<file path="src/hmp_tep_pkg.sv">
`timescale 1ns / 1ps
// ----------------------------------------------------------------------------
// hmp_tep_pkg
// Shared types and constants of the HMP track event parser: item structs,
// record kinds, parse phases and the status and meta codes.
// ----------------------------------------------------------------------------
package hmp_tep_pkg;

  // Default width of the running timestamp.
  localparam int TIME_WIDTH_DEF = 32;

  // Status and meta codes.
  localparam logic [7:0] STATUS_META    = 8'hFF;
  localparam logic [7:0] META_END_TRACK = 8'h2F;
  localparam logic [3:0] NIB_PROGRAM    = 4'hC;
  localparam logic [3:0] NIB_PRESSURE   = 4'hD;
  localparam logic [3:0] NIB_SYSTEM     = 4'hF;

  // Group counters.
  localparam logic [2:0] LEN_GROUPS_MAX   = 3'd4;
  localparam logic [2:0] DELTA_GROUPS_MAX = 3'd7;

  // Data byte counts of channel events.
  localparam logic [1:0] DATA_ONE = 2'd1;
  localparam logic [1:0] DATA_TWO = 2'd2;

  typedef enum logic [1:0] {
    REC_CHANNEL   = 2'd0,
    REC_META_HDR  = 2'd1,
    REC_META_DATA = 2'd2,
    REC_ERROR     = 2'd3
  } rec_kind_t;

  typedef enum logic [2:0] {
    PH_DELTA  = 3'd0,
    PH_STATUS = 3'd1,
    PH_DATA1  = 3'd2,
    PH_DATA2  = 3'd3,
    PH_MTYPE  = 3'd4,
    PH_MLEN   = 3'd5,
    PH_MDATA  = 3'd6,
    PH_DONE   = 3'd7
  } phase_t;

  typedef struct packed {
    logic [7:0] body_byte;
    logic       track_start;
    logic       track_end;
  } in_item_t;

  typedef struct packed {
    rec_kind_t   record_kind;
    logic [31:0] event_time;
    logic [2:0]  status_class;
    logic [3:0]  channel;
    logic [7:0]  first_data;
    logic [7:0]  second_data;
    logic [1:0]  data_count;
    logic [27:0] meta_length;
    logic        last_of_track;
  } out_item_t;

endpackage

</file>
<file path="src/hmp_tep_time.sv">
`timescale 1ns / 1ps
// ----------------------------------------------------------------------------
// hmp_tep_time
// Delta-time accumulator and running timestamp. Collects the 7-bit delta
// groups, least significant first, and adds the delta to the timestamp on
// the byte that closes it.
// ----------------------------------------------------------------------------
module hmp_tep_time #(
  parameter int TIME_WIDTH = hmp_tep_pkg::TIME_WIDTH_DEF
) (
  input  logic                  clk,
  input  logic                  rst_n,
  input  logic                  step,
  input  logic                  start,
  input  logic                  in_delta,
  input  logic [7:0]            byte_in,
  output logic [TIME_WIDTH-1:0] time_now,
  output logic                  delta_idle
);

  logic [TIME_WIDTH-1:0] time_r, time_nxt;
  logic [31:0]           sum_r, sum_nxt;
  logic [2:0]            cnt_r, cnt_nxt;

  logic [TIME_WIDTH-1:0] time_base;
  logic [31:0]           sum_base;
  logic [2:0]            cnt_base;
  logic [31:0]           group_val;
  logic [31:0]           sum_add;

  assign time_base = start ? '0 : time_r;
  assign sum_base  = start ? '0 : sum_r;
  assign cnt_base  = start ? '0 : cnt_r;

  // Groups that would land at bit 32 or above are dropped.
  always_comb begin
    case (cnt_base)
      3'd0:    group_val = {25'd0, byte_in[6:0]};
      3'd1:    group_val = {18'd0, byte_in[6:0], 7'd0};
      3'd2:    group_val = {11'd0, byte_in[6:0], 14'd0};
      3'd3:    group_val = {4'd0, byte_in[6:0], 21'd0};
      3'd4:    group_val = {byte_in[3:0], 28'd0};
      default: group_val = 32'd0;
    endcase
  end

  assign sum_add = sum_base + group_val;

  always_comb begin
    time_nxt = time_base;
    sum_nxt  = sum_base;
    cnt_nxt  = cnt_base;
    if (in_delta) begin
      sum_nxt = sum_add;
      cnt_nxt = (cnt_base != hmp_tep_pkg::DELTA_GROUPS_MAX) ? cnt_base + 3'd1 : cnt_base;
      if (byte_in[7]) begin
        time_nxt = time_base + TIME_WIDTH'(sum_add);
        sum_nxt  = '0;
        cnt_nxt  = '0;
      end
    end
  end

  assign time_now   = time_nxt;
  assign delta_idle = (cnt_nxt == 3'd0);

  always_ff @(posedge clk) begin
    if (!rst_n) begin
      time_r <= '0;
      sum_r  <= '0;
      cnt_r  <= '0;
    end else if (step) begin
      time_r <= time_nxt;
      sum_r  <= sum_nxt;
      cnt_r  <= cnt_nxt;
    end
  end

  // A closing delta byte leaves the accumulator empty.
  a_delta_closes: assert property (@(posedge clk) disable iff (!rst_n)
    step && in_delta && byte_in[7] |=> (cnt_r == 3'd0) && (sum_r == 32'd0))
    else $error("delta accumulator not cleared after closing byte");

endmodule

</file>
<file path="src/hmp_tep_parse.sv">
`timescale 1ns / 1ps
// ----------------------------------------------------------------------------
// hmp_tep_parse
// Event state machine. Walks status, data, meta type, meta count and meta
// payload bytes and builds at most one record per body byte.
// ----------------------------------------------------------------------------
module hmp_tep_parse #(
  parameter int TIME_WIDTH = hmp_tep_pkg::TIME_WIDTH_DEF
) (
  input  logic                   clk,
  input  logic                   rst_n,
  input  logic                   step,
  input  hmp_tep_pkg::in_item_t  item,
  input  logic [TIME_WIDTH-1:0]  time_now,
  input  logic                   delta_idle,
  output logic                   in_delta,
  output logic                   rec_valid,
  output hmp_tep_pkg::out_item_t rec
);

  hmp_tep_pkg::phase_t phase_r, phase_nxt, phase_base;
  logic [7:0]  status_r, status_nxt, status_base;
  logic [7:0]  data_r, data_nxt, data_base;
  logic [7:0]  mtype_r, mtype_nxt, mtype_base;
  logic [27:0] mleft_r, mleft_nxt, mleft_base;
  logic [2:0]  lcnt_r, lcnt_nxt, lcnt_base;

  logic [7:0]  b;
  logic [63:0] time_ext;
  logic [2:0]  lcnt_inc;
  logic [27:0] mleft_shift;
  logic [27:0] mleft_dec;
  logic        meta_is_end;

  function automatic hmp_tep_pkg::out_item_t err_rec(input logic [31:0] t,
                                                     input logic [7:0] bad);
    hmp_tep_pkg::out_item_t r;
    r               = '0;
    r.record_kind   = hmp_tep_pkg::REC_ERROR;
    r.event_time    = t;
    r.first_data    = bad;
    r.last_of_track = 1'b1;
    return r;
  endfunction

  assign b           = item.body_byte;
  assign time_ext    = 64'(time_now);
  assign phase_base  = item.track_start ? hmp_tep_pkg::PH_DELTA : phase_r;
  assign status_base = item.track_start ? 8'd0 : status_r;
  assign data_base   = item.track_start ? 8'd0 : data_r;
  assign mtype_base  = item.track_start ? 8'd0 : mtype_r;
  assign mleft_base  = item.track_start ? 28'd0 : mleft_r;
  assign lcnt_base   = item.track_start ? 3'd0 : lcnt_r;
  assign in_delta    = (phase_base == hmp_tep_pkg::PH_DELTA);

  assign lcnt_inc    = lcnt_base + 3'd1;
  assign mleft_shift = {mleft_base[20:0], b[6:0]};
  assign mleft_dec   = mleft_base - 28'd1;
  assign meta_is_end = (mtype_base == hmp_tep_pkg::META_END_TRACK);

  always_comb begin
    phase_nxt  = phase_base;
    status_nxt = status_base;
    data_nxt   = data_base;
    mtype_nxt  = mtype_base;
    mleft_nxt  = mleft_base;
    lcnt_nxt   = lcnt_base;
    rec_valid  = 1'b0;
    rec        = '0;
    rec.event_time = time_ext[31:0];

    case (phase_base)
      hmp_tep_pkg::PH_DELTA: begin
        if (b[7]) begin
          phase_nxt = hmp_tep_pkg::PH_STATUS;
        end
      end
      hmp_tep_pkg::PH_STATUS: begin
        if (b == hmp_tep_pkg::STATUS_META) begin
          phase_nxt = hmp_tep_pkg::PH_MTYPE;
        end else if (b[7] && (b[7:4] != hmp_tep_pkg::NIB_SYSTEM)) begin
          status_nxt = b;
          phase_nxt  = hmp_tep_pkg::PH_DATA1;
        end else begin
          rec_valid = 1'b1;
          rec       = err_rec(time_ext[31:0], b);
          phase_nxt = hmp_tep_pkg::PH_DONE;
        end
      end
      hmp_tep_pkg::PH_DATA1: begin
        if ((status_base[7:4] == hmp_tep_pkg::NIB_PROGRAM) ||
            (status_base[7:4] == hmp_tep_pkg::NIB_PRESSURE)) begin
          rec_valid        = 1'b1;
          rec.record_kind  = hmp_tep_pkg::REC_CHANNEL;
          rec.status_class = status_base[6:4];
          rec.channel      = status_base[3:0];
          rec.first_data   = b;
          rec.data_count   = hmp_tep_pkg::DATA_ONE;
          phase_nxt        = hmp_tep_pkg::PH_DELTA;
        end else begin
          data_nxt  = b;
          phase_nxt = hmp_tep_pkg::PH_DATA2;
        end
      end
      hmp_tep_pkg::PH_DATA2: begin
        rec_valid        = 1'b1;
        rec.record_kind  = hmp_tep_pkg::REC_CHANNEL;
        rec.status_class = status_base[6:4];
        rec.channel      = status_base[3:0];
        rec.first_data   = data_base;
        rec.second_data  = b;
        rec.data_count   = hmp_tep_pkg::DATA_TWO;
        phase_nxt        = hmp_tep_pkg::PH_DELTA;
      end
      hmp_tep_pkg::PH_MTYPE: begin
        mtype_nxt = b;
        mleft_nxt = '0;
        lcnt_nxt  = '0;
        phase_nxt = hmp_tep_pkg::PH_MLEN;
      end
      hmp_tep_pkg::PH_MLEN: begin
        mleft_nxt = mleft_shift;
        lcnt_nxt  = lcnt_inc;
        if (b[7]) begin
          if (lcnt_inc >= hmp_tep_pkg::LEN_GROUPS_MAX) begin
            rec_valid = 1'b1;
            rec       = err_rec(time_ext[31:0], b);
            phase_nxt = hmp_tep_pkg::PH_DONE;
          end
        end else begin
          rec_valid       = 1'b1;
          rec.record_kind = hmp_tep_pkg::REC_META_HDR;
          rec.first_data  = mtype_base;
          rec.meta_length = mleft_shift;
          if (mleft_shift == 28'd0) begin
            rec.last_of_track = meta_is_end;
            phase_nxt = meta_is_end ? hmp_tep_pkg::PH_DONE : hmp_tep_pkg::PH_DELTA;
          end else begin
            phase_nxt = hmp_tep_pkg::PH_MDATA;
          end
        end
      end
      hmp_tep_pkg::PH_MDATA: begin
        mleft_nxt       = mleft_dec;
        rec_valid       = 1'b1;
        rec.record_kind = hmp_tep_pkg::REC_META_DATA;
        rec.first_data  = b;
        rec.meta_length = mleft_dec;
        if (mleft_dec == 28'd0) begin
          rec.last_of_track = meta_is_end;
          phase_nxt = meta_is_end ? hmp_tep_pkg::PH_DONE : hmp_tep_pkg::PH_DELTA;
        end
      end
      default: begin
        phase_nxt = hmp_tep_pkg::PH_DONE;
      end
    endcase

    // The last body byte closes the track. If it leaves an event open, its
    // record becomes an error record.
    if (item.track_end && (phase_nxt != hmp_tep_pkg::PH_DONE)) begin
      if ((phase_nxt == hmp_tep_pkg::PH_DELTA) && delta_idle) begin
        rec.last_of_track = rec_valid;
      end else begin
        rec_valid = 1'b1;
        rec       = err_rec(time_ext[31:0], b);
      end
      phase_nxt = hmp_tep_pkg::PH_DONE;
    end
  end

  always_ff @(posedge clk) begin
    if (!rst_n) begin
      phase_r <= hmp_tep_pkg::PH_DELTA;
    end else if (step) begin
      phase_r <= phase_nxt;
    end
  end

  always_ff @(posedge clk) begin
    if (!rst_n) begin
      status_r <= '0;
      data_r   <= '0;
      mtype_r  <= '0;
      mleft_r  <= '0;
      lcnt_r   <= '0;
    end else if (step) begin
      status_r <= status_nxt;
      data_r   <= data_nxt;
      mtype_r  <= mtype_nxt;
      mleft_r  <= mleft_nxt;
      lcnt_r   <= lcnt_nxt;
    end
  end

  // Once the track is closed, only a new track start brings records again.
  a_done_silent: assert property (@(posedge clk) disable iff (!rst_n)
    (phase_r == hmp_tep_pkg::PH_DONE) && !item.track_start |-> !rec_valid)
    else $error("record produced after the track was closed");

  // Every error record closes the track.
  a_error_last: assert property (@(posedge clk) disable iff (!rst_n)
    rec_valid && (rec.record_kind == hmp_tep_pkg::REC_ERROR) |->
      rec.last_of_track && (phase_nxt == hmp_tep_pkg::PH_DONE))
    else $error("error record does not close the track");

  // The payload phase always has at least one byte left to come.
  a_payload_left: assert property (@(posedge clk) disable iff (!rst_n)
    (phase_r == hmp_tep_pkg::PH_MDATA) |-> (mleft_r != 28'd0))
    else $error("payload phase entered with nothing left");

endmodule

</file>
<file path="src/hmp_track_event_parser.sv">
`timescale 1ns / 1ps
// ----------------------------------------------------------------------------
// hmp_track_event_parser
// Parses an HMP track body one byte per transaction and delivers channel
// events, meta headers, meta payload bytes and format errors as records.
// ----------------------------------------------------------------------------
//
//   Channel   Direction  Handshake             Payload
//   in_*      input      in_valid / in_stall   hmp_tep_pkg::in_item_t
//   out_*     output     out_valid / out_stall hmp_tep_pkg::out_item_t
//
// Each body byte is captured in an input register, parsed by combinational
// logic and, if it makes a record, written to the result register, so a
// record passes the input register and then the result register.
// One byte is taken every cycle while the output is not stalled; the state
// update of the parse state machine and the timestamp adder sets that rate.
// A stall on the output holds the result register and, through it, the
// input register; in_stall rises only while the input register is occupied
// and cannot move on.
// Reset is synchronous and active low and leaves the parser waiting for the
// first delta byte with a zero timestamp.
// ----------------------------------------------------------------------------
module hmp_track_event_parser #(
  parameter int TIME_WIDTH = hmp_tep_pkg::TIME_WIDTH_DEF
) (
  input  logic                   clk,
  input  logic                   rst_n,
  input  logic                   in_valid,
  output logic                   in_stall,
  input  hmp_tep_pkg::in_item_t  in_item,
  output logic                   out_valid,
  input  logic                   out_stall,
  output hmp_tep_pkg::out_item_t out_item
);

  // Input register stage.
  logic                  s1_valid_r, s1_valid_nxt;
  hmp_tep_pkg::in_item_t s1_item_r;

  // Result register stage.
  logic                   out_valid_r, out_valid_nxt;
  hmp_tep_pkg::out_item_t out_item_r;

  logic                   advance;
  logic                   in_take;
  logic                   in_delta;
  logic                   delta_idle;
  logic [TIME_WIDTH-1:0]  time_now;
  logic                   rec_valid;
  hmp_tep_pkg::out_item_t rec;

  // The byte in the input register is parsed when the result register is
  // empty or is being emptied in this cycle.
  assign advance  = s1_valid_r && (!out_valid_r || !out_stall);
  assign in_stall = s1_valid_r && !advance;
  assign in_take  = in_valid && !in_stall;

  hmp_tep_time #(
    .TIME_WIDTH (TIME_WIDTH)
  ) u_time (
    .clk        (clk),
    .rst_n      (rst_n),
    .step       (advance),
    .start      (s1_item_r.track_start),
    .in_delta   (in_delta),
    .byte_in    (s1_item_r.body_byte),
    .time_now   (time_now),
    .delta_idle (delta_idle)
  );

  hmp_tep_parse #(
    .TIME_WIDTH (TIME_WIDTH)
  ) u_parse (
    .clk        (clk),
    .rst_n      (rst_n),
    .step       (advance),
    .item       (s1_item_r),
    .time_now   (time_now),
    .delta_idle (delta_idle),
    .in_delta   (in_delta),
    .rec_valid  (rec_valid),
    .rec        (rec)
  );

  always_comb begin
    s1_valid_nxt = s1_valid_r;
    if (!in_stall) begin
      s1_valid_nxt = in_valid;
    end
  end

  always_comb begin
    out_valid_nxt = out_valid_r;
    if (advance) begin
      out_valid_nxt = rec_valid;
    end else if (out_valid_r && !out_stall) begin
      out_valid_nxt = 1'b0;
    end
  end

  always_ff @(posedge clk) begin
    if (!rst_n) begin
      s1_valid_r  <= 1'b0;
      out_valid_r <= 1'b0;
    end else begin
      s1_valid_r  <= s1_valid_nxt;
      out_valid_r <= out_valid_nxt;
    end
  end

  always_ff @(posedge clk) begin
    if (in_take) begin
      s1_item_r <= in_item;
    end
    if (advance && rec_valid) begin
      out_item_r <= rec;
    end
  end

  assign out_valid = out_valid_r;
  assign out_item  = out_item_r;

  // Input is held back only while a byte waits in the input register.
  a_stall_needs_item: assert property (@(posedge clk) disable iff (!rst_n)
    in_stall |-> s1_valid_r && out_valid_r)
    else $error("input stalled with an empty input register");

endmodule
</file>
<file path="config.mk">
export PLATFORM = sky130hd
export DESIGN_NAME = hmp_track_event_parser
export DESIGN_NICKNAME = d
export VERILOG_FILES = /design/src/hmp_tep_pkg.sv /design/src/hmp_tep_time.sv /design/src/hmp_tep_parse.sv /design/src/hmp_track_event_parser.sv
export SDC_FILE = /design/constraint.sdc
export NUM_CORES = 1
export LEC_CHECK = 0
export BUFFER_PORTS_ARGS = -buffer_cell sky130_fd_sc_hd__buf_2
export CAP_MARGIN = 25
export CORE_ASPECT_RATIO = 1.4
export CORE_MARGIN = 2
export CORE_UTILIZATION = 28
export CTS_CLUSTER_SIZE = 25
export DETAILED_ROUTE_END_ITERATION = 16
export PLACE_DENSITY = 0.4
export REMOVE_ABC_BUFFERS = 1
export SLEW_MARGIN = 20
export SYNTH_ARGS = -nofsm -noshare
export SYNTH_HDL_FRONTEND = slang
export SYNTH_SLANG_ARGS = --single-unit
</file>
<file path="constraint.sdc">
create_clock -name clk -period 18.4 [get_ports clk]
set_input_delay 0 -clock clk [delete_from_list [all_inputs] [get_ports clk]]
set_output_delay 0 -clock clk [all_outputs]
set_load 0.01 [all_outputs]
</file>
# [Word level (Yosys, flattened, before mapping)]
# Index checks and enable logic that the tools add are counted.
[classes] n_eq_ne=17 add_sub_neg=5 muxes=67 reduce_logical=22 order_cmp=1
[ops] op="88-bit two-way mux" count=4
[ops] op="32-bit two-way mux" count=6
[ops] op="32-bit case mux with 5 select lines" count=1
[ops] op="87-bit two-way mux" count=1
[ops] op="29-bit case mux with 3 select lines" count=1
[ops] op="28-bit case mux with 3 select lines" count=1
[ops] op="8-bit two-way mux" count=10
[ops] op="32-bit adder" count=2
[ops] op="32-bit case mux with 2 select lines" count=1
[ops] op="28-bit zero test" count=2
[ops] op="3-bit two-way mux" count=15
[ops] op="8-bit case mux with 5 select lines" count=1
[ops] op="39-bit two-way mux" count=1
[ops] op="29-bit two-way mux" count=1
[ops] op="28-bit two-way mux" count=1
[ops] op="7-bit case mux with 4 select lines" count=1
[ops] op="28-bit by 1-bit subtractor with 28-bit output (second input constant)" count=1
[ops] op="8-bit case mux with 3 select lines" count=1
[ops] op="3-bit case mux with 7 select lines" count=1
[ops] op="15-bit two-way mux" count=1
[ops] op="3-bit by 2-bit == test with 1-bit output (second input constant)" count=4
[ops] op="3-bit == test (second input constant)" count=4
[ops] op="3-bit zero test" count=4
[ops] op="1-bit two-way mux" count=12
[ops] op="19 further kinds" count=35
[totals] wordCells=135 regBits=225

# [Depth between registers and ports, before layout]
[depth] ltp_word=12 ltp_mapped=31 mapped_depth_nobuf=25

# [Modules after synthesis]
# Synthesis repeated with hierarchy kept, for this count alone.
[hier_totals] hier_cells=1767 hier_area_um2=14965.6
[by_module_without_submodules] mod="hmp_tep_time" area_each_um2=6515.0 seq_area_each_um2=1341.3 cells_each=883 n_inst=1
[by_module_without_submodules] mod="hmp_tep_parse" area_each_um2=5416.4 seq_area_each_um2=1161.1 cells_each=776 n_inst=1
[by_module_without_submodules] mod="hmp_track_event_parser" area_each_um2=3034.2 seq_area_each_um2=2982.9 cells_each=108 n_inst=1

# [Least setup slack after synthesis]
# Ideal clock, no wire load.
[synth_path] path_type="reg2reg" start="register s1_item_r[1] (netlist bit)" end="register out_item_r (netlist bit out_item[0]), enable pin" n_path_buf=8 synth_period_minus_slack_ns=8.325 slack_ns=10.075 arrival_ns=7.789 path_stages_with_launch=22 setup_ns=0.537 path_cell_list="edfxtp_1 > buf_2 > inv_1 > clkbuf_1 > clkbuf_1 > clkbuf_1 > buf_1 > nand2_1 > ha_1 > clkbuf_1 > o21ai_1 > buf_2 > xnor2_1 > nor3b_1 > o22ai_1 > nor4b_1 > o2111a_2 > a21oi_2 > o22ai_2 > buf_2 > nor2_1 > nor2_1"
[synth_between] elab_chain_len=11 elab_cells_between_ends=48
[synth_rtl] item="from (decl)" line="hmp_track_event_parser.sv:38" rtl="hmp_tep_pkg::in_item_t s1_item_r;"
[synth_rtl] item="from (signal assigned)" line="hmp_track_event_parser.sv:113" rtl="s1_item_r <= in_item;"
[synth_rtl] item="branches (longest 9 deep; another with 28-bit by 1-bit subtractor with 28-bit output)"
[synth_rtl] item="1-bit two-way mux *" line="hmp_tep_parse.sv:161" rtl="if (item.track_end && (phase_nxt != hmp_tep_pkg::PH_DONE)) begin"
[synth_rtl] item="1-bit logical AND *" line="hmp_track_event_parser.sv:115" rtl="if (advance && rec_valid) begin"
[synth_rtl] item="to (signal assigned)" line="hmp_track_event_parser.sv:116" rtl="out_item_r <= rec;"
[synth_rtl] item="to (decl)" line="hmp_track_event_parser.sv:42" rtl="hmp_tep_pkg::out_item_t out_item_r;"
# Every way passes the cells marked *.
# A chain may end at the register's enable or synchronous reset.

==> run summary <==
internal power - 882.8 uW
# rows - 99
Syn Inst Count - 1731
Multi-input gate area - 0.008765 mm^2
Combinational Power Share - 0.133
post-synthesis sequential area ratio - 0.3696
Ant. Diodes - 0
Die Area - 0.05488 mm^2
clk sinks - 225
CP required - 18.71 ns
initial antenna violation count - 0
worst ir drop on vdd - 0.05338 mV
Crit. End Element - register
TritonCTS clock tree - yes
Net Sw Frac - 0.2865
Initial Util - 0.2839
maximum clock rate - 144.6 MHz
ys async rst share - 0
worst slew pin tran - 1.013 ns
H-tree levels - 1
max-cap violation count - 0
layout cells sized above 1 - 0.1306
first-pass iteration count of the detailed router - 7
nets@finish - 1851
mux contribution to synthesized area - 0.01054
RSZ-0062 raised after global routing - no
Worst Path Max Fanout - 138
XOR/XNOR Fraction of Synth Area - 0.04696
Vias/cell - 5.352
DRC viols - 0
die width - 198.6 um
Leak Pwr - 6.487 nW
Worst Path Arrival - 7.23 ns
Avg WL per Cell - 20.38 um
Setup Skew - 0.02861 ns
Synth Flop Type - dfxtp_1
GRT overflow - 0
total number of vias - 13374
clock latency on the worst-skew pair - 0.57 ns
Tcrit/Tclk final - 0.3759
largest net degree at the start of global routing - 139
post-route total power - 1.237 mW
first-pass GRT wire length - 79190 um
Mapped Area - 0.01484 mm^2
initial drt markers - 942
die height - 276.4 um
number of global-route vias before repair - 13304
endpoints failing hold - 0
startpoint types - register
adder-cell share of the synthesized area - 0.05657
most common cell after layout, fill and taps aside - nor2_1
Worst Hold Class - in2reg
Fin Setup TNS - 0 ns
number of routed nets with antenna violations - 0
Post-Synth Simple-Gate Area - 0.2311
postcts setup bufs - 0
I/O pin count - 104
core area - 0.05227 mm^2
largest family of logic cells by synthesized area - compound AO/OA/AOI/OAI gates
Seq pwr share - 0.450
gp weighted congestion - 0.8385
compound-cell area share of the yosys netlist - 0.2421
net switching power figure - 354.4 uW
Final min period - 6.917 ns
status - finished clean
drt total wl - 50920 um
Yosys reg bits - 225
Warnings, synthesis - 0
WHS - 0.1453 ns
Root Driver - clkbuf_16
Num CTS Buffers - 26
Post-synth EDFFs - 98
syn avg cell area - 8.573 um^2
Power Density - 73.14 mW/mm^2
most frequent cells in the layout - nor2_1, nand2_1, dfxtp_1, a21oi_1, buf_2
Final HPWL DP - 34950 um
register area - 0.005485 mm^2
GRT Total Usage - 0.1835
Slew HR - 0.3244
Layout fillers - 5588
CTS max path bufs - 3
Max Slew Vio Count - 0
final setup vio count - 0
critical path type - reg2reg
Buffers on Ports - 103
area delta synth->final - 13.99%
clock-pin slew on the worst setup and hold paths - 0.06 ns
Clock power frac - 0.416
Cell variety after synth - 107
-- through the flow --
step	util	setup WS, ns	instance area (um^2)	std cells
after floorplan	-	7.153	14340	1610
after global placement	0.3046	11.58	15920	2436
after detailed placement	0.3046	11.45	15920	2436
after CTS	0.3231	11.42	16890	2498
after global routing	0.3236	10.95	16920	2499
final	0.3236	11.48	16920	2499
-- power by group through the flow --
stage / clock network (mW) / registers (mW) / logic (mW)
6_report: 0.515 / 0.557 / 0.165
3_5_place_dp: 0 / 0.568 / 0.164
5_1_grt: 0.550 / 0.559 / 0.183
4_1_cts: 0.536 / 0.557 / 0.167
3_3_place_gp: 0 / 0.568 / 0.163
2_1_floorplan: 0 / 0.571 / 0.0950
-- timing repair --
action                                 CTS  global route
hold buffers                            14             0
setup endpoints to repair                0             0
endpoints found under the hold margin   14             0
gates resized for setup                  0             0
-- logic make-up (layout without fill, tap and decap cells) --
group	count (synthesis)	count (layout)
AO/OA/AOI/OAI	524	524
AND/OR/NAND/NOR	670	670
XOR/XNOR	74	74
adder cells (fa/ha/maj)	66	66
multiplexers	14	14
buffers and inverters	158	219
flip-flops	225	225
-- worst max-delay path, stage by stage, from the launching register on --
cell and delay [ns]:
edfxtp_1 0.41, buf_12 0.24, nor2_1 0.56, nor2_1 0.09, ha_1 0.26, fa_1 0.43
a211oi_1 0.37, o211ai_2 0.24, a32o_1 0.35, a31oi_4 0.29, o21ai_0 0.14, a21o_1 0.21
a21oi_1 0.24, xnor2_1 0.13, ha_1 0.47, nand2_1 0.14, nand2b_1 0.11, a21o_1 0.21
nand2_1 0.08, nand2b_1 0.07, a21o_1 0.20, a41o_1 0.21, a21o_1 0.19, or4_4 0.51
and2_4 0.19, xor2_1 0.15
-- final cells by class --
class / instances / share of cell area
inverter: 37 / 0.008284
multi-input combinational: 1348 / 0.5181
clock inverter: 18 / 0.009467
sequential: 225 / 0.3243
timing repair buffer: 134 / 0.04822
tap: 707 / 0.05229
clock buffer: 30 / 0.03935
-- worst paths after layout --
path | end | slack (ns) | depth (start not counted) | from
worst min-delay path | s1_item_r[6] | 0.15 | 2 | in_item[6]
worst min register to register | u_time.sum_r[31] | 0.45 | 2 | u_time.sum_r[31]
worst max-delay path | out_item[85] | 11.48 | 25 | s1_item_r[1]
worst max register to register | out_item[85] | 11.48 | 25 | s1_item_r[1]
-- per-layer routing --
metal  vias up  track usage  share of wire
met5         -            0              0
met4         0      0.05511          0.027
met3        73      0.01586          0.035
met2       307       0.3469           0.53
met1      6506       0.2158           0.41
li1       6488            -              -
-- sequential cells by signal, indices dropped and copies added, names as in the netlist --
register	flops
u_parse.lcnt_r	3
out_item	88
u_time.cnt_r	3
u_parse.mtype_r	8
u_parse.status_r	8
s1_valid_r	1
s1_item_r	10
u_parse.data_r	8
u_parse.mleft_r	28
u_time.sum_r	32
out_valid	1
u_time.time_r	32
u_parse.phase_r	3
-- cells in the mapped netlist (20+ instances only) --
cell type,count,area (um^2)
a21o_1,32,240.2
a21oi_1,125,625.6
a22oi_1,79,593.1
and3_1,28,175.2
clkbuf_1,90,337.8
dfxtp_1,127,2542
edfxtp_1,98,2943
ha_1,63,788.3
inv_1,36,135.1
nand2_1,141,529.3
nand3_1,30,150.1
nor2_1,201,754.5
nor2b_1,72,450.4
nor3_1,44,220.2
nor4_1,24,150.1
o21ai_0,86,430.4
xnor2_1,50,437.9
xor2_1,20,175.2
No activity file was read; power rests on OpenSTA's default activity.
